**src/rtl/core/triangle_tangent_binormal_top_macros.svh**
```systemverilog
// ----------------------------------------------------------------------------
// Assertion macros for the triangle tangent/binormal block
// Simulation builds expand them into concurrent assertions; synthesis builds
// see empty bodies.
// ----------------------------------------------------------------------------
`ifndef TRIANGLE_TANGENT_BINORMAL_TOP_MACROS_SVH
`define TRIANGLE_TANGENT_BINORMAL_TOP_MACROS_SVH
`ifndef SYNTHESIS
// Consequent must hold in the same cycle as the antecedent.
`define TTB_ASSERT_NOW(lbl, clk, rst, ante, cons, msg) \
  lbl: assert property (@(posedge clk) disable iff (rst) (ante) |-> (cons)) \
    else $error(msg);
// Consequent must hold in the cycle after the antecedent.
`define TTB_ASSERT_NEXT(lbl, clk, rst, ante, cons, msg) \
  lbl: assert property (@(posedge clk) disable iff (rst) (ante) |=> (cons)) \
    else $error(msg);
`else
`define TTB_ASSERT_NOW(lbl, clk, rst, ante, cons, msg)
`define TTB_ASSERT_NEXT(lbl, clk, rst, ante, cons, msg)
`endif
`endif

```
**src/rtl/core/ttb_pkg.sv**
```systemverilog
// ----------------------------------------------------------------------------
// ttb_pkg
// Types, codes and the microcode table shared by the tangent/binormal block.
// ----------------------------------------------------------------------------
package ttb_pkg;

  // Data widths.
  localparam int DW        = 32;
  localparam int PW        = 2 * DW;
  localparam int IN_W      = 5 * DW;
  localparam int OUT_W     = 6 * DW;
  localparam int NUM_LANES = 6;
  localparam int QBITS     = DW + 1;

  localparam logic [DW-1:0] SAT_MAX = 32'h7FFF_FFFF;
  localparam logic [DW-1:0] SAT_MIN = 32'h8000_0000;

  // Multiplier operand A file: position deltas plus du1 and dv1.
  localparam int A_DEPTH = 8;
  localparam logic [2:0] A_DP1X = 3'd0;
  localparam logic [2:0] A_DP1Y = 3'd1;
  localparam logic [2:0] A_DP1Z = 3'd2;
  localparam logic [2:0] A_DP2X = 3'd3;
  localparam logic [2:0] A_DP2Y = 3'd4;
  localparam logic [2:0] A_DP2Z = 3'd5;
  localparam logic [2:0] A_DU1  = 3'd6;
  localparam logic [2:0] A_DV1  = 3'd7;

  // Multiplier operand B file: texture coordinate deltas.
  localparam int B_DEPTH = 4;
  localparam logic [1:0] B_DU1 = 2'd0;
  localparam logic [1:0] B_DV1 = 2'd1;
  localparam logic [1:0] B_DU2 = 2'd2;
  localparam logic [1:0] B_DV2 = 2'd3;

  // Accumulator registers.
  localparam int NUM_ACC = 7;
  localparam logic [2:0] ACC_DET = 3'd0;
  localparam logic [2:0] ACC_T0  = 3'd1;
  localparam logic [2:0] ACC_T1  = 3'd2;
  localparam logic [2:0] ACC_T2  = 3'd3;
  localparam logic [2:0] ACC_B0  = 3'd4;
  localparam logic [2:0] ACC_B1  = 3'd5;
  localparam logic [2:0] ACC_B2  = 3'd6;

  // Accumulator operations on the previous product.
  localparam logic [1:0] ACC_NONE = 2'd0;
  localparam logic [1:0] ACC_LOAD = 2'd1;
  localparam logic [1:0] ACC_SUB  = 2'd2;

  // Step actions.
  localparam logic [1:0] ACT_NONE   = 2'd0;
  localparam logic [1:0] ACT_TAKE   = 2'd1;
  localparam logic [1:0] ACT_DIV_GO = 2'd2;
  localparam logic [1:0] ACT_EMIT   = 2'd3;

  // Hold conditions: the step repeats until its condition is met.
  localparam logic [1:0] W_NONE  = 2'd0;
  localparam logic [1:0] W_THIRD = 2'd1;
  localparam logic [1:0] W_DIV   = 2'd2;
  localparam logic [1:0] W_OUT   = 2'd3;

  // Branch conditions, checked once the hold condition is met.
  localparam logic [1:0] BR_NEVER    = 2'd0;
  localparam logic [1:0] BR_ALWAYS   = 2'd1;
  localparam logic [1:0] BR_DET_ZERO = 2'd2;

  localparam int PC_W = 5;
  localparam logic [PC_W-1:0] PC_IDLE = 5'd0;
  localparam logic [PC_W-1:0] PC_EMIT = 5'd18;

  typedef struct packed {
    logic [1:0]      act;
    logic [2:0]      sel_a;
    logic [1:0]      sel_b;
    logic [1:0]      acc_op;
    logic [2:0]      acc_dst;
    logic [1:0]      wait_on;
    logic [1:0]      br;
    logic [PC_W-1:0] target;
  } uword_t;

  // Sequencer to datapath: current control word and its hold status.
  typedef struct packed {
    uword_t w;
    logic   go;
  } ctrl_t;

  // Datapath and port status seen by the sequencer.
  typedef struct packed {
    logic third_in;
    logic div_idle;
    logic out_free;
    logic det_zero;
  } stat_t;

  // Saturating difference minuend - subtrahend on signed 32-bit values.
  function automatic logic [DW-1:0] sat_sub(input logic [DW-1:0] minuend,
                                            input logic [DW-1:0] subtrahend);
    logic [DW:0] d;
    d = {minuend[DW-1], minuend} - {subtrahend[DW-1], subtrahend};
    if (d[DW] != d[DW-1]) begin
      return d[DW] ? SAT_MIN : SAT_MAX;
    end
    return d[DW-1:0];
  endfunction

  function automatic uword_t mk(input logic [1:0] act, input logic [2:0] sel_a,
                                input logic [1:0] sel_b, input logic [1:0] acc_op,
                                input logic [2:0] acc_dst, input logic [1:0] wait_on,
                                input logic [1:0] br, input logic [PC_W-1:0] target);
    uword_t u;
    u.act     = act;
    u.sel_a   = sel_a;
    u.sel_b   = sel_b;
    u.acc_op  = acc_op;
    u.acc_dst = acc_dst;
    u.wait_on = wait_on;
    u.br      = br;
    u.target  = target;
    return u;
  endfunction

  // Microcode: determinant, six numerators, divide, emit.
  // A product started in one step is accumulated in the next.
  function automatic uword_t ucode_rom(input logic [PC_W-1:0] pc);
    uword_t u;
    unique case (pc)
      5'd0:  u = mk(ACT_TAKE, A_DP1X, B_DU1, ACC_NONE, ACC_DET, W_THIRD, BR_NEVER, PC_IDLE);
      5'd1:  u = mk(ACT_NONE, A_DU1, B_DV2, ACC_NONE, ACC_DET, W_NONE, BR_NEVER, PC_IDLE);
      5'd2:  u = mk(ACT_NONE, A_DV1, B_DU2, ACC_LOAD, ACC_DET, W_NONE, BR_NEVER, PC_IDLE);
      5'd3:  u = mk(ACT_NONE, A_DP1X, B_DV2, ACC_SUB, ACC_DET, W_NONE, BR_NEVER, PC_IDLE);
      5'd4:  u = mk(ACT_NONE, A_DP2X, B_DV1, ACC_LOAD, ACC_T0, W_NONE, BR_DET_ZERO, PC_EMIT);
      5'd5:  u = mk(ACT_NONE, A_DP1Y, B_DV2, ACC_SUB, ACC_T0, W_NONE, BR_NEVER, PC_IDLE);
      5'd6:  u = mk(ACT_NONE, A_DP2Y, B_DV1, ACC_LOAD, ACC_T1, W_NONE, BR_NEVER, PC_IDLE);
      5'd7:  u = mk(ACT_NONE, A_DP1Z, B_DV2, ACC_SUB, ACC_T1, W_NONE, BR_NEVER, PC_IDLE);
      5'd8:  u = mk(ACT_NONE, A_DP2Z, B_DV1, ACC_LOAD, ACC_T2, W_NONE, BR_NEVER, PC_IDLE);
      5'd9:  u = mk(ACT_NONE, A_DP2X, B_DU1, ACC_SUB, ACC_T2, W_NONE, BR_NEVER, PC_IDLE);
      5'd10: u = mk(ACT_NONE, A_DP1X, B_DU2, ACC_LOAD, ACC_B0, W_NONE, BR_NEVER, PC_IDLE);
      5'd11: u = mk(ACT_NONE, A_DP2Y, B_DU1, ACC_SUB, ACC_B0, W_NONE, BR_NEVER, PC_IDLE);
      5'd12: u = mk(ACT_NONE, A_DP1Y, B_DU2, ACC_LOAD, ACC_B1, W_NONE, BR_NEVER, PC_IDLE);
      5'd13: u = mk(ACT_NONE, A_DP2Z, B_DU1, ACC_SUB, ACC_B1, W_NONE, BR_NEVER, PC_IDLE);
      5'd14: u = mk(ACT_NONE, A_DP1Z, B_DU2, ACC_LOAD, ACC_B2, W_NONE, BR_NEVER, PC_IDLE);
      5'd15: u = mk(ACT_NONE, A_DP1X, B_DU1, ACC_SUB, ACC_B2, W_NONE, BR_NEVER, PC_IDLE);
      5'd16: u = mk(ACT_DIV_GO, A_DP1X, B_DU1, ACC_NONE, ACC_DET, W_NONE, BR_NEVER,
                    PC_IDLE);
      5'd17: u = mk(ACT_NONE, A_DP1X, B_DU1, ACC_NONE, ACC_DET, W_DIV, BR_NEVER, PC_IDLE);
      5'd18: u = mk(ACT_EMIT, A_DP1X, B_DU1, ACC_NONE, ACC_DET, W_OUT, BR_ALWAYS, PC_IDLE);
      default: u = mk(ACT_NONE, A_DP1X, B_DU1, ACC_NONE, ACC_DET, W_NONE, BR_ALWAYS,
                      PC_IDLE);
    endcase
    return u;
  endfunction

endpackage

```
**src/rtl/core/ttb_div.sv**
```systemverilog
// ----------------------------------------------------------------------------
// ttb_div
// Six-lane restoring divider with a shared divisor: each lane forms
// (|num| * 2^FRAC_BITS) / |den| one quotient bit per cycle, then saturates the
// signed result to 32 bits.
// ----------------------------------------------------------------------------
`include "triangle_tangent_binormal_top_macros.svh"

module ttb_div import ttb_pkg::*; #(
  parameter int FRAC_BITS = 16
) (
  input  logic                 clk,
  input  logic                 rst,
  input  logic                 start,
  input  logic signed [PW-1:0] num [NUM_LANES],
  input  logic signed [PW-1:0] den,
  output logic                 idle,
  output logic [DW-1:0]        quo [NUM_LANES]
);

  localparam int NW    = PW + FRAC_BITS;
  localparam int CNT_W = $clog2(QBITS + 1);

  localparam logic [1:0] D_IDLE = 2'd0;
  localparam logic [1:0] D_ABS  = 2'd1;
  localparam logic [1:0] D_PREP = 2'd2;
  localparam logic [1:0] D_RUN  = 2'd3;

  logic [1:0]       state;
  logic [CNT_W-1:0] cnt;
  logic [PW-1:0]    ud;
  logic [PW-1:0]    mag [NUM_LANES];
  logic [PW-1:0]    rem [NUM_LANES];
  logic [QBITS-1:0] low [NUM_LANES];
  logic [QBITS-1:0] q   [NUM_LANES];
  logic             neg [NUM_LANES];
  logic             ovf [NUM_LANES];

  assign idle = (state == D_IDLE);

  // Sequence: magnitudes, overflow check, one quotient bit per cycle.
  always_ff @(posedge clk) begin
    if (rst) begin
      state <= D_IDLE;
      cnt   <= '0;
    end else begin
      unique case (state)
        D_IDLE: begin
          if (start) begin
            state <= D_ABS;
          end
        end
        D_ABS: begin
          state <= D_PREP;
        end
        D_PREP: begin
          state <= D_RUN;
          cnt   <= CNT_W'(QBITS);
        end
        D_RUN: begin
          cnt <= cnt - CNT_W'(1);
          if (cnt == CNT_W'(1)) begin
            state <= D_IDLE;
          end
        end
      endcase
    end
  end

  // Divisor magnitude, shared by all lanes.
  always_ff @(posedge clk) begin
    if (state == D_ABS) begin
      ud <= den[PW-1] ? PW'(-den) : PW'(den);
    end
  end

  for (genvar l = 0; l < NUM_LANES; l++) begin : g_lane
    logic [NW-1:0]    nwide;
    logic [PW-1:0]    rem_init;
    logic [PW:0]      trial;
    logic             trial_ge;
    logic [QBITS-1:0] mag_q;
    logic [DW-1:0]    neg_val;

    // Dividend is the numerator magnitude shifted up by the fraction bits.
    assign nwide    = {mag[l], {FRAC_BITS{1'b0}}};
    assign rem_init = PW'(nwide[NW-1:QBITS]);
    assign trial    = {rem[l], low[l][QBITS-1]};
    assign trial_ge = (trial >= {1'b0, ud});

    always_ff @(posedge clk) begin
      unique case (state)
        D_ABS: begin
          mag[l] <= num[l][PW-1] ? PW'(-num[l]) : PW'(num[l]);
          neg[l] <= num[l][PW-1] ^ den[PW-1];
        end
        D_PREP: begin
          // The quotient overflows 33 bits when the upper dividend reaches the divisor.
          ovf[l] <= (rem_init >= ud);
          rem[l] <= rem_init;
          low[l] <= nwide[QBITS-1:0];
          q[l]   <= '0;
        end
        D_RUN: begin
          rem[l] <= trial_ge ? PW'(trial - {1'b0, ud}) : trial[PW-1:0];
          q[l]   <= {q[l][QBITS-2:0], trial_ge};
          low[l] <= {low[l][QBITS-2:0], 1'b0};
        end
        default: ;
      endcase
    end

    // Signed saturation of the quotient magnitude.
    assign mag_q   = ovf[l] ? {1'b1, {DW{1'b0}}} : q[l];
    assign neg_val = ~mag_q[DW-1:0] + DW'(1);

    always_comb begin
      if (neg[l]) begin
        quo[l] = (mag_q > {1'b0, SAT_MIN}) ? SAT_MIN : neg_val;
      end else begin
        quo[l] = (mag_q > {1'b0, SAT_MAX}) ? SAT_MAX : mag_q[DW-1:0];
      end
    end
  end

  `TTB_ASSERT_NOW(a_start_idle, clk, rst, start, state == D_IDLE, "divider started while busy")
  `TTB_ASSERT_NOW(a_rem_bound, clk, rst, state == D_RUN && !ovf[0], rem[0] < ud, "remainder reached divisor")
  `TTB_ASSERT_NOW(a_leave_idle, clk, rst, $fell(idle), $past(start), "divider left idle without start")

endmodule
```
**config.mk**
```make
export PLATFORM = sky130hd
export DESIGN_NAME = ttb_div
export DESIGN_NICKNAME = d
export VERILOG_FILES = /design/src/rtl/core/ttb_pkg.sv /design/src/rtl/core/ttb_div.sv
export VERILOG_INCLUDE_DIRS = /design/src /design/src/rtl/core
export SDC_FILE = /design/constraint.sdc
export NUM_CORES = 2
export LEC_CHECK = 0
export CAP_MARGIN = 20
export CORE_ASPECT_RATIO = 2
export CORE_MARGIN = 4
export CORE_UTILIZATION = 50
export CTS_CLUSTER_SIZE = 8
export DETAILED_ROUTE_END_ITERATION = 10
export DONT_BUFFER_PORTS = 1
export HOLD_SLACK_MARGIN = 0.05
export PLACE_DENSITY_LB_ADDON = 0.05
export RECOVER_POWER = 100
export SYNTH_ARGS = -nofsm -noshare
export SYNTH_HDL_FRONTEND = slang
export SYNTH_SLANG_ARGS = --single-unit
export TNS_END_PERCENT = 1
```
**constraint.sdc**
```tcl
create_clock -name clk -period 62.5 [get_ports clk]
set_clock_uncertainty 0.1 [all_clocks]
set_input_delay 12.5 -clock clk [delete_from_list [all_inputs] [get_ports clk]]
set_output_delay 12.5 -clock clk [all_outputs]
set_load 0.03 [all_outputs]
```
# After elaboration in Yosys (flattened, before gate mapping)

Memory sizes are Yosys's and may differ from the RTL's.
Index checks and enable logic that the tools add are counted.
Widths: inputs -> output; s select.

Flip-flop bits (word level): 72
RAM bits: 1170
Input bits: 451
Logic and storage cells: 158
Memories kept: 6

$add $sub $neg: 20
Magnitude comparators: 24
Eq/ne operators: 6
Mux-type cells: 65
Bitwise operators: 30
Reduce and logical (&&, ||, !) cells: 3

Memories:

| name | words | width | rd ports | clocked after Yosys merged registers in | write ports | line          | source |
|---|---|---|---|---|---|---|---|
| mag  | 6     | 64    | 6        | 0                                       | 6           | ttb_div.sv:32 | `logic [PW-1:0] mag [NUM_LANES];` |
| rem  | 6     | 64    | 6        | 0                                       | 6           | ttb_div.sv:33 | `logic [PW-1:0] rem [NUM_LANES];` |
| q    | 6     | 33    | 6        | 0                                       | 6           | ttb_div.sv:35 | `logic [QBITS-1:0] q [NUM_LANES];` |
| low  | 6     | 32    | 6        | 0                                       | 6           | ttb_div.sv:34 | `logic [QBITS-1:0] low [NUM_LANES];` |
| neg  | 6     | 1     | 6        | 0                                       | 6           | ttb_div.sv:36 | `logic neg [NUM_LANES];` |
| ovf  | 6     | 1     | 6        | 0                                       | 6           | ttb_div.sv:37 | `logic ovf [NUM_LANES];` |

Operators by type and width:

| kind                  | number |
|---|---|
| $mux 64               | 18 |
| $mux 32               | 24 |
| $neg 64->64           | 7 |
| $mux 33               | 12 |
| $ge 65x64->1          | 6 |
| $ge 47x64->1          | 6 |
| $sub 64x64->64        | 6 |
| $gt 33x31->1 const B  | 6 |
| $gt 33x32->1 const B  | 6 |
| $add 32x1->32 const B | 6 |
| $not 32->32           | 6 |
| $mux 63               | 1 |
| $or 1x1->1            | 18 |
| $pmux 6 s2            | 1 |
| $pmux 2 s4            | 1 |
| $eq 6x1->1 const B    | 1 |
| $mux 1                | 6 |
| $sub 6x1->6 const B   | 1 |
| $xor 1x1->1           | 6 |
| $eq 2x2->1 const B    | 2 |
| $mux 2                | 2 |
| $ne 2x2->1 const B    | 2 |
| $eq 2x1->1 const B    | 1 |
| $logic_not 2->1       | 1 |
| 2 further kinds       | 2 |

# Longest topological paths before layout

An unclocked memory read counts as a cell.

Depth in word-level cells: 6
Gate-level depth with buffers: 19

# Least setup slack after synthesis

Ideal clock, no wire load.

Path kind: reg-to-reg
Start point: register state[0]
End point: register cnt[3]
Library setup time: 0.136 ns
Data arrival time: 21.878 ns
Slack: 40.386 ns
Stages on the path, launching flop included: 8
Period minus slack after synthesis: 22.114 ns
Cells stage by stage: dfxtp_1 inv_1 ha_1 or2_2 clkbuf_1 o21ai_0 a32oi_1 nor2_1

Cells in the longest elaborated chain, start to end: 2

RTL lines:

| element                                         | line          | source |
|---|---|---|
| start, declared                                 | ttb_div.sv:29 | `logic [1:0] state;` |
| start signal, assigned                          | ttb_div.sv:44 | `state <= D_IDLE;` |
| start signal, assigned                          | ttb_div.sv:50 | `state <= D_ABS;` |
| start signal, assigned                          | ttb_div.sv:54 | `state <= D_PREP;` |
| $eq 2x2->1                                      | ttb_div.sv:47 | `unique case (state)` |
| $pmux 6 s2 or $reduce_bool 2->1 (tied branches) | --            |  |
| end signal, assigned                            | ttb_div.sv:58 | `cnt <= CNT_W'(QBITS);` |
| end signal, assigned                            | ttb_div.sv:61 | `cnt <= cnt - CNT_W'(1);` |
| end, declared                                   | ttb_div.sv:30 | `logic [CNT_W-1:0] cnt;` |

Several ways; a longest one is shown, not always the timed one.
A chain may end at the register's enable or synchronous reset.

==> metrics <==
Register Area=0.0345 mm²; max_slew headroom=-4.60; NumNets Final=10766; DRT Pass-1 Iters=6; vias in the first global route=76099; Synth cell types=82; via density per instance=6.41; post-cts sizing count=0; CTS tree=built; antenna-violating nets left=0; Die Span Y=605 µm; final wirelength=314000 µm; kind of critical path=reg2out; GRT Total Usage=0.326; Worst-path clk slew=0.05 ns; via count=76788; status=finished with violations; max-slew violation count=2756; Worst Max-Slew Pin Slew=8.40 ns; EDFF count, synth=1144; CP Launch Type=register; initial antenna violation count=13; part of the cycle the worst path needs=0.327; CTS Buffer Depth=4; gr ovfl total=0; H-Tree Depth=4; largest net degree at the start of global routing=171; Critical Path RT=49.90 ns; Final Wtd Congestion=1.00; Post-synth ARST share=0; setup TNS=0 ns; Post-Syn Instances=9791; Multi-input gate area=0.0517 mm²; mapped cell area=0.0891 mm²; RSZ-0062 raised after global routing=no; row count=218; ratio of total power to cell area=52.9 mW/mm²; hpwl dp=237000 µm; Post-Syn Area per Cell=9.10 µm²; Max-Cap Viols=44; Synth top cells by count=a21oi_1, edfxtp_1, nor2_1, nand2_1, ha_1; layout cells sized above 1=0.0479; crit-path leading delay family=buffers and inverters; crit-path cells=clkbuf_1 > clkinv_1 > nand2_1 > ha_1 > o21ai_0 > nor3_1 > o21ai_0 > o21ai_0 > and2_0 > o221ai_1 > a21oi_1; postcts setup bufs=0; first-pass GRT wire length=463000 µm; I/O Pins=644; die width=306 µm; worst endpoint data arrival time=7.84 ns; Post-Route Utilization=0.541; Seq/Total Area, Yosys=0.388; Leakage=0.0354 µW; number of synthesized register bits=1152; crit-path most repeated cell=o21ai_0; fillcell total=16404; VDD IR-drop max=80.0 µV; die area=0.185 mm²; DRT iter0 DRCs=6039; synth warn=0; predominant post-synthesis flop cell=edfxtp_1; CTS Buf Count=170; Post-Syn Nets=10939; WP buf/inv=2; CTS sink count=1152; top-count cell post-synth=a21oi_1; crit-path max FO=44; hold_buf cts=0; port buffer count=0; final hold viol count=0; Root Buffer=clkbuf_16; CORE AREA=0.177 mm²; slowest cell on the critical path=clkbuf_1; Final min period=20.44 ns; Area after DPL=0.0914 mm²; crit-path max cell delay=1.33 ns; Critical Path End Type=output port; DRC Markers=0; f_max=0.0489 GHz; setup violators final=0; starting density of the core=0.504; Hold Path Class=reg2reg; Avg WL per Cell=26.2 µm; cell taking the most area after synthesis=edfxtp_1; Clk Latency, worst-skew pair=0.85 ns; failing checks=max-capacitance violations, max-slew violations; Area Growth Syn to Fin=7.31%; ranking of synthesized cells by area=edfxtp_1, ha_1, a21oi_1; top cell type's share of synthesized area=0.386; Finished Cell Area=0.0956 mm²
layout make-up:
cell class              count  area share
multi-input cells        7894       0.541
flip-flops and latches   1152       0.361
clock buffers             193      0.0456
well taps                2310      0.0302
repair buffers            157      0.0104
inverters                 243     0.00956
clock inverters             9     0.00127
diodes                     18    0.000471
cells in the final DEF, fill, tap and decap left out, types with 55 or more instances in the layout:
cell,count
nor2b_1,146
nor2_1,953
o21a_1,84
a31oi_1,108
xnor2_1,623
nand4_1,196
nor3_1,190
clkbuf_1,73
nand2_1,692
xor2_1,157
nand2b_1,133
o31ai_1,154
a21o_1,311
or4_1,87
o21ai_0,676
ha_1,691
o41ai_1,74
mux2_2,103
and2_1,106
o21bai_1,77
clkbuf_16,171
or3_1,116
mux2i_1,88
a21oi_1,1215
buf_4,105
inv_1,238
and2_0,112
edfxtp_1,1144
nand3_1,159
nor4_1,82
and3_1,55
report_power, final:
part	leakage (µW)	internal, µW	switching, µW	total [µW]
registers	0.0107	1270	174	1450
logic	0.0224	961	1820	2780
clock network	0.00219	486	345	831
through the flow:
stage               total power (µW)  hold WS (ns)  cells  worst slack (ns)
floorplan                       3600         0.333   9791             40.39
global placement                4110         0.348  11750             44.14
detailed placement              4150         0.348  11753             44.12
CTS                             5010         0.359  11955             44.10
global route                    5400         0.399  11969             41.50
finish                          5050         0.361  11976             42.06
registers in the layout (all words and copies together) (netlist names):
| register | cells |
|---|---|
| low | 102 |
| neg | 6 |
| cnt | 6 |
| ud | 64 |
| mag | 384 |
| rem | 384 |
| ovf | 6 |
| q | 198 |
| state | 2 |
worst reg2reg max path, delay by kind of cell, from the launching register on:
kind | cells | cell delay, ns
compound gates | 2 | 1.40
fa+ha+maj | 1 | 1.56
buf+inv | 2 | 8.42
flops | 1 | 0.38
simple gates | 2 | 2.11
path summary, 6_finish.rpt:
path	cells past startpoint	slack [ns]	endpoint	startpoint
min reg2reg	1	0.36	cnt[5]	cnt[5]
max	11	42.06	quo[112]	ovf[2]
min	1	0.36	cnt[5]	cnt[5]
max reg2reg	7	48.40	cnt[3]	state[1]
cells by family (layout without fill, tap and decap cells):
family,Yosys count,after routing,synth area share
muxes,198,198,0.0238
other,0,18,0
DFF,1152,1152,0.388
adders and majority gates,697,697,0.0984
xor gates and xnor gates,780,780,0.0767
AOI/OAI and AO/OA,3088,3088,0.210
buffers and inverters,745,602,0.0314
and+or+nand+nor,3131,3131,0.172
layer usage:
metal  track usage  share of wire  vias to the layer above
met3        0.0694          0.075                      826
met1         0.352           0.35                    37117
met5             0        0.00011                        -
li1              -              -                    36117
met4         0.232          0.084                        6
met2         0.566           0.49                     2722
Power figures use the tool's default switching activity.
