File: src/rtl/core/triangle_tangent_binormal_top_macros.svh
// ----------------------------------------------------------------------------
// Assertion macros for the triangle tangent/binormal block
// Simulation builds expand them into concurrent assertions; synthesis builds
// see empty bodies.
// ----------------------------------------------------------------------------
`ifndef TRIANGLE_TANGENT_BINORMAL_TOP_MACROS_SVH
`define TRIANGLE_TANGENT_BINORMAL_TOP_MACROS_SVH
`ifndef SYNTHESIS
// Consequent must hold in the same cycle as the antecedent.
`define TTB_ASSERT_NOW(lbl, clk, rst, ante, cons, msg) \
  lbl: assert property (@(posedge clk) disable iff (rst) (ante) |-> (cons)) \
    else $error(msg);
// Consequent must hold in the cycle after the antecedent.
`define TTB_ASSERT_NEXT(lbl, clk, rst, ante, cons, msg) \
  lbl: assert property (@(posedge clk) disable iff (rst) (ante) |=> (cons)) \
    else $error(msg);
`else
`define TTB_ASSERT_NOW(lbl, clk, rst, ante, cons, msg)
`define TTB_ASSERT_NEXT(lbl, clk, rst, ante, cons, msg)
`endif
`endif

File: src/rtl/core/ttb_pkg.sv
// ----------------------------------------------------------------------------
// ttb_pkg
// Types, codes and the microcode table shared by the tangent/binormal block.
// ----------------------------------------------------------------------------
package ttb_pkg;

  // Data widths.
  localparam int DW        = 32;
  localparam int PW        = 2 * DW;
  localparam int IN_W      = 5 * DW;
  localparam int OUT_W     = 6 * DW;
  localparam int NUM_LANES = 6;
  localparam int QBITS     = DW + 1;

  localparam logic [DW-1:0] SAT_MAX = 32'h7FFF_FFFF;
  localparam logic [DW-1:0] SAT_MIN = 32'h8000_0000;

  // Multiplier operand A file: position deltas plus du1 and dv1.
  localparam int A_DEPTH = 8;
  localparam logic [2:0] A_DP1X = 3'd0;
  localparam logic [2:0] A_DP1Y = 3'd1;
  localparam logic [2:0] A_DP1Z = 3'd2;
  localparam logic [2:0] A_DP2X = 3'd3;
  localparam logic [2:0] A_DP2Y = 3'd4;
  localparam logic [2:0] A_DP2Z = 3'd5;
  localparam logic [2:0] A_DU1  = 3'd6;
  localparam logic [2:0] A_DV1  = 3'd7;

  // Multiplier operand B file: texture coordinate deltas.
  localparam int B_DEPTH = 4;
  localparam logic [1:0] B_DU1 = 2'd0;
  localparam logic [1:0] B_DV1 = 2'd1;
  localparam logic [1:0] B_DU2 = 2'd2;
  localparam logic [1:0] B_DV2 = 2'd3;

  // Accumulator registers.
  localparam int NUM_ACC = 7;
  localparam logic [2:0] ACC_DET = 3'd0;
  localparam logic [2:0] ACC_T0  = 3'd1;
  localparam logic [2:0] ACC_T1  = 3'd2;
  localparam logic [2:0] ACC_T2  = 3'd3;
  localparam logic [2:0] ACC_B0  = 3'd4;
  localparam logic [2:0] ACC_B1  = 3'd5;
  localparam logic [2:0] ACC_B2  = 3'd6;

  // Accumulator operations on the previous product.
  localparam logic [1:0] ACC_NONE = 2'd0;
  localparam logic [1:0] ACC_LOAD = 2'd1;
  localparam logic [1:0] ACC_SUB  = 2'd2;

  // Step actions.
  localparam logic [1:0] ACT_NONE   = 2'd0;
  localparam logic [1:0] ACT_TAKE   = 2'd1;
  localparam logic [1:0] ACT_DIV_GO = 2'd2;
  localparam logic [1:0] ACT_EMIT   = 2'd3;

  // Hold conditions: the step repeats until its condition is met.
  localparam logic [1:0] W_NONE  = 2'd0;
  localparam logic [1:0] W_THIRD = 2'd1;
  localparam logic [1:0] W_DIV   = 2'd2;
  localparam logic [1:0] W_OUT   = 2'd3;

  // Branch conditions, checked once the hold condition is met.
  localparam logic [1:0] BR_NEVER    = 2'd0;
  localparam logic [1:0] BR_ALWAYS   = 2'd1;
  localparam logic [1:0] BR_DET_ZERO = 2'd2;

  localparam int PC_W = 5;
  localparam logic [PC_W-1:0] PC_IDLE = 5'd0;
  localparam logic [PC_W-1:0] PC_EMIT = 5'd18;

  typedef struct packed {
    logic [1:0]      act;
    logic [2:0]      sel_a;
    logic [1:0]      sel_b;
    logic [1:0]      acc_op;
    logic [2:0]      acc_dst;
    logic [1:0]      wait_on;
    logic [1:0]      br;
    logic [PC_W-1:0] target;
  } uword_t;

  // Sequencer to datapath: current control word and its hold status.
  typedef struct packed {
    uword_t w;
    logic   go;
  } ctrl_t;

  // Datapath and port status seen by the sequencer.
  typedef struct packed {
    logic third_in;
    logic div_idle;
    logic out_free;
    logic det_zero;
  } stat_t;

  // Saturating difference minuend - subtrahend on signed 32-bit values.
  function automatic logic [DW-1:0] sat_sub(input logic [DW-1:0] minuend,
                                            input logic [DW-1:0] subtrahend);
    logic [DW:0] d;
    d = {minuend[DW-1], minuend} - {subtrahend[DW-1], subtrahend};
    if (d[DW] != d[DW-1]) begin
      return d[DW] ? SAT_MIN : SAT_MAX;
    end
    return d[DW-1:0];
  endfunction

  function automatic uword_t mk(input logic [1:0] act, input logic [2:0] sel_a,
                                input logic [1:0] sel_b, input logic [1:0] acc_op,
                                input logic [2:0] acc_dst, input logic [1:0] wait_on,
                                input logic [1:0] br, input logic [PC_W-1:0] target);
    uword_t u;
    u.act     = act;
    u.sel_a   = sel_a;
    u.sel_b   = sel_b;
    u.acc_op  = acc_op;
    u.acc_dst = acc_dst;
    u.wait_on = wait_on;
    u.br      = br;
    u.target  = target;
    return u;
  endfunction

  // Microcode: determinant, six numerators, divide, emit.
  // A product started in one step is accumulated in the next.
  function automatic uword_t ucode_rom(input logic [PC_W-1:0] pc);
    uword_t u;
    unique case (pc)
      5'd0:  u = mk(ACT_TAKE, A_DP1X, B_DU1, ACC_NONE, ACC_DET, W_THIRD, BR_NEVER, PC_IDLE);
      5'd1:  u = mk(ACT_NONE, A_DU1, B_DV2, ACC_NONE, ACC_DET, W_NONE, BR_NEVER, PC_IDLE);
      5'd2:  u = mk(ACT_NONE, A_DV1, B_DU2, ACC_LOAD, ACC_DET, W_NONE, BR_NEVER, PC_IDLE);
      5'd3:  u = mk(ACT_NONE, A_DP1X, B_DV2, ACC_SUB, ACC_DET, W_NONE, BR_NEVER, PC_IDLE);
      5'd4:  u = mk(ACT_NONE, A_DP2X, B_DV1, ACC_LOAD, ACC_T0, W_NONE, BR_DET_ZERO, PC_EMIT);
      5'd5:  u = mk(ACT_NONE, A_DP1Y, B_DV2, ACC_SUB, ACC_T0, W_NONE, BR_NEVER, PC_IDLE);
      5'd6:  u = mk(ACT_NONE, A_DP2Y, B_DV1, ACC_LOAD, ACC_T1, W_NONE, BR_NEVER, PC_IDLE);
      5'd7:  u = mk(ACT_NONE, A_DP1Z, B_DV2, ACC_SUB, ACC_T1, W_NONE, BR_NEVER, PC_IDLE);
      5'd8:  u = mk(ACT_NONE, A_DP2Z, B_DV1, ACC_LOAD, ACC_T2, W_NONE, BR_NEVER, PC_IDLE);
      5'd9:  u = mk(ACT_NONE, A_DP2X, B_DU1, ACC_SUB, ACC_T2, W_NONE, BR_NEVER, PC_IDLE);
      5'd10: u = mk(ACT_NONE, A_DP1X, B_DU2, ACC_LOAD, ACC_B0, W_NONE, BR_NEVER, PC_IDLE);
      5'd11: u = mk(ACT_NONE, A_DP2Y, B_DU1, ACC_SUB, ACC_B0, W_NONE, BR_NEVER, PC_IDLE);
      5'd12: u = mk(ACT_NONE, A_DP1Y, B_DU2, ACC_LOAD, ACC_B1, W_NONE, BR_NEVER, PC_IDLE);
      5'd13: u = mk(ACT_NONE, A_DP2Z, B_DU1, ACC_SUB, ACC_B1, W_NONE, BR_NEVER, PC_IDLE);
      5'd14: u = mk(ACT_NONE, A_DP1Z, B_DU2, ACC_LOAD, ACC_B2, W_NONE, BR_NEVER, PC_IDLE);
      5'd15: u = mk(ACT_NONE, A_DP1X, B_DU1, ACC_SUB, ACC_B2, W_NONE, BR_NEVER, PC_IDLE);
      5'd16: u = mk(ACT_DIV_GO, A_DP1X, B_DU1, ACC_NONE, ACC_DET, W_NONE, BR_NEVER,
                    PC_IDLE);
      5'd17: u = mk(ACT_NONE, A_DP1X, B_DU1, ACC_NONE, ACC_DET, W_DIV, BR_NEVER, PC_IDLE);
      5'd18: u = mk(ACT_EMIT, A_DP1X, B_DU1, ACC_NONE, ACC_DET, W_OUT, BR_ALWAYS, PC_IDLE);
      default: u = mk(ACT_NONE, A_DP1X, B_DU1, ACC_NONE, ACC_DET, W_NONE, BR_ALWAYS,
                      PC_IDLE);
    endcase
    return u;
  endfunction

endpackage

File: src/rtl/core/ttb_datapath.sv
// ----------------------------------------------------------------------------
// ttb_datapath
// Corner storage, saturated edge deltas, the shared 32x32 multiplier and the
// accumulators that build the determinant and the six numerators.
// ----------------------------------------------------------------------------
module ttb_datapath import ttb_pkg::*; (
  input  logic                 clk,
  input  logic                 rst,
  input  ctrl_t                ctrl,
  input  logic                 take,
  input  logic [DW-1:0]        position_x,
  input  logic [DW-1:0]        position_y,
  input  logic [DW-1:0]        position_z,
  input  logic [DW-1:0]        texcoord_u,
  input  logic [DW-1:0]        texcoord_v,
  output logic                 third_in,
  output logic                 det_zero,
  output logic signed [PW-1:0] num [NUM_LANES],
  output logic signed [PW-1:0] den
);

  logic [1:0]           corner_count;
  logic [DW-1:0]        in_pos [3];
  logic [DW-1:0]        c0_pos [3];
  logic [DW-1:0]        c1_pos [3];
  logic [DW-1:0]        c0_uv  [2];
  logic [DW-1:0]        c1_uv  [2];
  logic signed [DW-1:0] a_file [A_DEPTH];
  logic signed [DW-1:0] b_file [B_DEPTH];
  logic signed [DW-1:0] op_a;
  logic signed [DW-1:0] op_b;
  logic signed [PW-1:0] prod;
  logic signed [PW-1:0] acc [NUM_ACC];
  logic [DW-1:0]        du1;
  logic [DW-1:0]        dv1;
  logic [DW-1:0]        du2;
  logic [DW-1:0]        dv2;

  assign in_pos[0] = position_x;
  assign in_pos[1] = position_y;
  assign in_pos[2] = position_z;

  // A count of two (or the unused three) marks the closing corner.
  assign third_in = take && corner_count[1];

  always_ff @(posedge clk) begin
    if (rst) begin
      corner_count <= 2'd0;
    end else if (take) begin
      unique case (corner_count)
        2'd0:    corner_count <= 2'd1;
        2'd1:    corner_count <= 2'd2;
        default: corner_count <= 2'd0;
      endcase
    end
  end

  // Keep the first two corners of the triangle.
  always_ff @(posedge clk) begin
    if (take && corner_count == 2'd0) begin
      c0_pos[0] <= position_x;
      c0_pos[1] <= position_y;
      c0_pos[2] <= position_z;
      c0_uv[0]  <= texcoord_u;
      c0_uv[1]  <= texcoord_v;
    end
    if (take && corner_count == 2'd1) begin
      c1_pos[0] <= position_x;
      c1_pos[1] <= position_y;
      c1_pos[2] <= position_z;
      c1_uv[0]  <= texcoord_u;
      c1_uv[1]  <= texcoord_v;
    end
  end

  // Saturated texture coordinate deltas against the first corner.
  assign du1 = sat_sub(c1_uv[0], c0_uv[0]);
  assign dv1 = sat_sub(c1_uv[1], c0_uv[1]);
  assign du2 = sat_sub(texcoord_u, c0_uv[0]);
  assign dv2 = sat_sub(texcoord_v, c0_uv[1]);

  // Operand files are loaded when the closing corner arrives.
  always_ff @(posedge clk) begin
    if (third_in) begin
      for (int i = 0; i < 3; i++) begin
        a_file[i]     <= sat_sub(c1_pos[i], c0_pos[i]);
        a_file[3 + i] <= sat_sub(in_pos[i], c0_pos[i]);
      end
      a_file[A_DU1] <= du1;
      a_file[A_DV1] <= dv1;
      b_file[B_DU1] <= du1;
      b_file[B_DV1] <= dv1;
      b_file[B_DU2] <= du2;
      b_file[B_DV2] <= dv2;
    end
  end

  // Shared multiplier with a registered product.
  assign op_a = a_file[ctrl.w.sel_a];
  assign op_b = b_file[ctrl.w.sel_b];

  always_ff @(posedge clk) begin
    prod <= op_a * op_b;
  end

  // Accumulate the product of the previous step.
  always_ff @(posedge clk) begin
    unique case (ctrl.w.acc_op)
      ACC_LOAD: acc[ctrl.w.acc_dst] <= prod;
      ACC_SUB:  acc[ctrl.w.acc_dst] <= acc[ctrl.w.acc_dst] - prod;
      default:  ;
    endcase
  end

  assign den      = acc[ACC_DET];
  assign det_zero = (acc[ACC_DET] == '0);
  assign num[0]   = acc[ACC_T0];
  assign num[1]   = acc[ACC_T1];
  assign num[2]   = acc[ACC_T2];
  assign num[3]   = acc[ACC_B0];
  assign num[4]   = acc[ACC_B1];
  assign num[5]   = acc[ACC_B2];

endmodule

File: config.mk
export PLATFORM = sky130hd
export DESIGN_NAME = ttb_datapath
export DESIGN_NICKNAME = d
export VERILOG_FILES = /design/src/rtl/core/triangle_tangent_binormal_top_macros.svh /design/src/rtl/core/ttb_pkg.sv /design/src/rtl/core/ttb_datapath.sv
export SDC_FILE = /design/constraint.sdc
export NUM_CORES = 2
export LEC_CHECK = 0
export BUFFER_PORTS_ARGS = -buffer_cell sky130_fd_sc_hd__buf_4
export CAP_MARGIN = 20
export CORE_MARGIN = 5
export CORE_UTILIZATION = 30
export CTS_BUF_LIST = sky130_fd_sc_hd__clkbuf_8
export DETAILED_ROUTE_END_ITERATION = 6
export GPL_TIMING_DRIVEN = 1
export SYNTH_ARGS = -nofsm -noshare
export SYNTH_HDL_FRONTEND = slang
export SYNTH_SLANG_ARGS = --single-unit
File: constraint.sdc
create_clock -name clk -period 15.1 [get_ports clk]
set_input_delay 3.02 -clock clk [delete_from_list [all_inputs] [get_ports clk]]
set_output_delay 3.02 -clock clk [all_outputs]
set_load 0.005 [all_outputs]
* Word level (Yosys, flattened, before mapping) *
Memories as Yosys holds them, arrays and structs flattened.
Cells that the tools add are included.
W data, S select, Z words.

word-level totals
  register bits = 66
  memory bits (writable) = 1,152
  bits of input ports = 185
  output and inout port bits = 450
  word-level logic and storage cells = 104
  memories kept = 7

memories
  name         words  bits a word  rd ports  clocked after memory_dff  wr ports  RTL line            source
  acc          7      64           8         0                         1         ttb_datapath.sv:33  logic signed [PW-1:0] acc [NUM_ACC];
  a_file       8      32           1         0                         8         ttb_datapath.sv:28  logic signed [DW-1:0] a_file [A_DEPTH];
  b_file       4      32           1         0                         4         ttb_datapath.sv:29  logic signed [DW-1:0] b_file [B_DEPTH];
  c0_pos       3      32           3         0                         3         ttb_datapath.sv:24  logic [DW-1:0] c0_pos [3];
  c1_pos       3      32           3         0                         3         ttb_datapath.sv:25  logic [DW-1:0] c1_pos [3];
  c0_uv        2      32           2         0                         2         ttb_datapath.sv:26  logic [DW-1:0] c0_uv [2];
  +1 memories  --     --           --        --                        --        --

operators by class
  add/sub/neg operators = 11
  multipliers = 1
  equal/unequal tests = 13
  muxes and demuxes = 64
  bitwise logic cells = 1
  reduce and logical (&&, ||, !) cells = 5

operators by type and width
  operator              number
  $mux W32              36
  $sub A32 B32 Y33      10
  $logic_not A64 Y1     1
  $mul A32 B32 Y64      1
  $mux W64              1
  $sub A64 B64 Y64      1
  $mux W1               26
  $ne A1 B1 Y1          10
  $eq A2 B1 Y1 const B  2
  $pmux W2 S2           1
  $logic_and A1 B1 Y1   3
  $eq A2 B2 Y1 const B  1
  $logic_not A2 Y1      1
  $or A1 B1 Y1          1

* Logic depth before layout (Yosys ltp) *
  word-level depth = 6
  gate-level depth with buffers = 35
  gate-level depth less buffers = 30

* Worst setup path after synthesis *
Ideal clock, no wire load.

  path kind = in2reg
  from = input port take
  to = memory c0_pos[0][0], enable pin
  library setup time = 0.878 ns
  arrival = 13.879 ns
  data required time = 14.222 ns
  path slack = 0.344 ns
  stages on the path = 2
  buffers on the path = 0
  cell sequence = inv_1 -> nor3_1

RTL lines
  what             RTL line            source
  start, declared  ttb_datapath.sv:10  input logic take,
  end, declared    ttb_datapath.sv:24

* Final worst setup path *
  from = input port ctrl[15] (netlist name)
  to = register prod[57]

between the ends
  word-level cells in the longest chain between the ends = 2

ends and longest elaborated chain
  what                  RTL line             source
  start, declared       ttb_datapath.sv:9    input ctrl_t ctrl,
  $mem_v2 Z4 W32        --
  $mul A32 B32 Y64      ttb_datapath.sv:103  prod <= op_a * op_b;
  end signal, assigned  ttb_datapath.sv:103
  end, declared         ttb_datapath.sv:32   logic signed [PW-1:0] prod;

Every way passes these cells.
A chain may end at the register's enable or synchronous reset.

==> results.txt <==
----------------------------------------------------
[Worst hold path]
  Worst hold-check path type ... flip-flop to flip-flop

[Routing]
  DR iter-0 viols ... 7119
  Via density per instance ... 5.14
  Overall routed net length ... 361 mm
  Routed len/inst ... 24.8 um
  Detailed-router iteration count before antenna repair ... 6
  Via count ... 75.0k
  Number of remaining DRC errors ... 0
  Post-route ant nets ... 0

[Die]
  Y dimension of the die ... 590 um
  Number of top-level pins ... 635
  Site Rows ... 213
  DIE AREA ... 348000 um^2
  Starting Density ... 30.0%
  Die X-Extent ... 590 um
  Core ar. ... 336000 um^2

[STA]
  Worst-Margin Slew ... 1.20 ns
  Worst slew margin ... 19.3%
  RSZ-0062 raised after global routing ... false
  Setup clock skew after layout ... 0.107 ns
  Achievable Freq ... 81.3 MHz
  Crit path time final ... 12.30 ns
  Setup-failing EPs final ... 0
  Period utilization ... 81.4%
  Count of endpoints failing hold in the final timing report ... 0
  Max-slew violation count ... 0
  Fin Setup TNS ... 0 ns

[Logic synthesis]
  Adder-Cell Fraction of Synth Area ... 29.9%
  Dominant combinational cell family by area after synthesis ... adder cells
  Simple-gate share of the synthesized area ... 9.24%
  Async set or reset register ratio after synthesis ... 0%
  Netlist Area Pre-Place ... 101000 um^2
  Fraction of synthesized cell area in xor and xnor cells ... 3.32%
  Leading register cell type out of synthesis ... sky130_fd_sc_hd__edfxtp_1
  Register bit total from synthesis ... 1218
  Compound-Gate Fraction of Synth Area ... 11.0%
  Sequential area share after synthesis ... 35.6%
  Yosys Warn Count ... 0
  Count of mapped cells out of synthesis ... 9285
  Synth Net Count ... 11.1k
  Fraction of synthesized area in multiplexers ... 4.69%
  Number of enable-type register cells in the synthesized netlist ... 1152
  Synth Area per Inst ... 10.9 um^2
  Count of different cell masters after synthesis ... 88

[Final layout]
  Proportion of layout cells with a drive suffix above 1 ... 13.6%
  Total area of multi-input combinational cells ... 59200 um^2
  Area occupied by registers ... 35900 um^2
  Layout net count ... 11.8k
  Area growth from synthesis to final layout ... 14.4%
  Number of filler instances in the final layout ... 33.7k

[Job]
  Reported max-cap violation count ... 0

[Critical path]
  Type of the worst setup path ... input port to flip-flop
  Crit-path max cell delay ... 0.96 ns
  Worst Path Required ... 15.93 ns
  Capturing element type of the critical path ... flip-flop
  Worst Path Arrival ... 13.13 ns
  Crit path max fanout ... 55
  Startpoint kind of the worst setup timing path ... input port
  Slowest-stage cell, CP ... sky130_fd_sc_hd__fa_1
  WP buf/inv ... 8
  Kind of cell adding the most delay to the critical path ... adder cells
  Most frequent cell on the critical path ... sky130_fd_sc_hd__fa_1

[Clocking]
  Root Driver ... sky130_fd_sc_hd__clkbuf_8
  Register clock-pin slew on the reported worst setup and hold paths ... 0.06 ns
  Total number of clock tree sinks ... 1218
  CTS tree ... yes
  Depth of the CTS H-tree ... 4
  Hold bufs inserted after CTS ... 0
  # Post-CTS Setup Buffers ... 0
  Largest buffer count on any clock path ... 4
  Clock latency of the later-clocked register in the worst-skew pair ... 1.02 ns
  Number of clock buffers inserted by TritonCTS ... 208
  Number of resized instances in the post-cts repair step ... 0

[GRT]
  Initial antenna violation count ... 32
  Global-route usage over all layers ... 20.2%
  Vias in the first global route ... 75.5k
  Maximum number of pins on one net before global-route repair ... 90
  Gr ovfl total ... 0
  Global-route wire length before repair ... 522 mm

[Placed design]
  Number of buffers inserted by port buffering ... 622
  Detailed placement HPWL ... 283 mm
  Placer's final routability congestion estimate ... 0.946

[Outcome]
  Run status ... finished clean

----------------------------------------------------
-- per-stage QoR --
step           hold slack [ns]  setup slack [ns]  cells  area (um^2)  util (%)
2_1_floorplan            0.485             0.344   9285       101000         -
3_3_place_gp             0.522              1.99  14200       111000      33.2
3_5_place_dp             0.532              1.96  14200       111000      33.2
4_1_cts                  0.549              2.99  14600       115000      34.3
5_1_grt                  0.606              2.31  14600       115000      34.4
6_report                 0.548              2.80  14600       116000      34.4
-- worst min-delay path, stage by stage, from the launching register on --
cell	delay, ns
sky130_fd_sc_hd__dfxtp_1	0.36
sky130_fd_sc_hd__a21oi_1	0.08
sky130_fd_sc_hd__nor2_1	0.07
-- flip-flops by register name (all words and copies together), names as in the netlist --
signal and flops:
acc 512, a_file 224, b_file 96, c0_pos 96
c1_pos 96, c0_uv 64, c1_uv 64, prod 64
corner_count 2
-- final cells by class --
class                      instances  area share [%]
inverter                        1307            4.25
clock inverter                   154           0.774
tap                             4515            4.89
clock buffer                     213            2.54
timing repair buffer             792            5.21
antenna                            8          0.0173
sequential                      1218            31.1
multi-input combinational       6387            51.2
-- placed cells by master, fill, tap and decap left out, drive strengths merged, types with 66 or more instances in the layout --
| cell type | n |
|---|---|
| clkbuf | 218 |
| xor2 | 137 |
| o21ai | 357 |
| a21o | 197 |
| nand3 | 71 |
| a21oi | 517 |
| nand2 | 789 |
| mux2 | 146 |
| buf | 787 |
| clkinv | 72 |
| mux4 | 75 |
| dfxtp | 66 |
| ha | 568 |
| fa | 1093 |
| edfxtp | 1152 |
| mux2i | 140 |
| nor3 | 71 |
| nor2 | 796 |
| xnor2 | 245 |
| nand2b | 101 |
| maj3 | 123 |
| o21a | 84 |
| inv | 1376 |
-- synth_stat cells (all sizes together) (13+ instances only) --
cell type / count / area share [%]
nor4: 29 / 0.18
nand2: 789 / 2.9
ha: 568 / 7.0
fa: 1093 / 22
o22ai: 34 / 0.21
o31a: 15 / 0.13
a21o: 197 / 1.5
or3: 25 / 0.15
mux2i: 140 / 1.4
o31ai: 30 / 0.22
mux2: 146 / 1.6
a22oi: 53 / 0.39
clkbuf: 308 / 1.1
nor2b: 65 / 0.40
or2: 17 / 0.11
nand2b: 101 / 0.63
a211o: 17 / 0.15
a221oi: 46 / 0.41
a221o: 25 / 0.25
edfxtp: 1152 / 34
a22o: 17 / 0.15
o21a: 84 / 0.62
o221ai: 32 / 0.28
buf: 65 / 0.27
and3: 43 / 0.27
maj3: 123 / 1.2
nor2: 796 / 3.0
o21bai: 54 / 0.40
a21oi: 517 / 2.6
o21ai: 357 / 1.8
a21boi: 14 / 0.11
nand4: 47 / 0.29
nor3: 71 / 0.35
a2111oi: 13 / 0.11
dfxtp: 66 / 1.3
o211ai: 29 / 0.23
nand3: 71 / 0.35
inv: 1306 / 4.9
mux4: 75 / 1.7
xor2: 137 / 1.2
a31oi: 42 / 0.26
and2: 56 / 0.35
a211oi: 57 / 0.42
xnor2: 245 / 2.1
-- metal layers --
metal | track usage [%] | part of all wire [%]
met5 | 0.123 | 0.060
met4 | 9.17 | 5.5
met3 | 5.14 | 10
met2 | 31.8 | 44
met1 | 26.2 | 40
-- path summary, 6_finish.rpt --
path / depth (start not counted) / to / slack [ns] / start
worst max-delay path: 29 / prod[57] / 2.80 / ctrl[15]
worst min-delay path: 2 / corner_count[0] / 0.55 / corner_count[0]
worst max register to register: 25 / prod[57] / 5.10 / a_file[0][31]
worst min register to register: 2 / corner_count[0] / 0.55 / corner_count[0]
-- cells by family after synthesis --
logic type | count (synthesis)
flip-flops | 1218
multiplexers | 361
adder cells (fa/ha/maj) | 1784
buffers and inverters | 1680
AND/OR/NAND/NOR | 2141
AO/OA/AOI/OAI | 1719
XOR/XNOR | 382
Power is not shown: default switching activity piles up to over one toggle a cycle in this logic, so the estimate is an artifact.
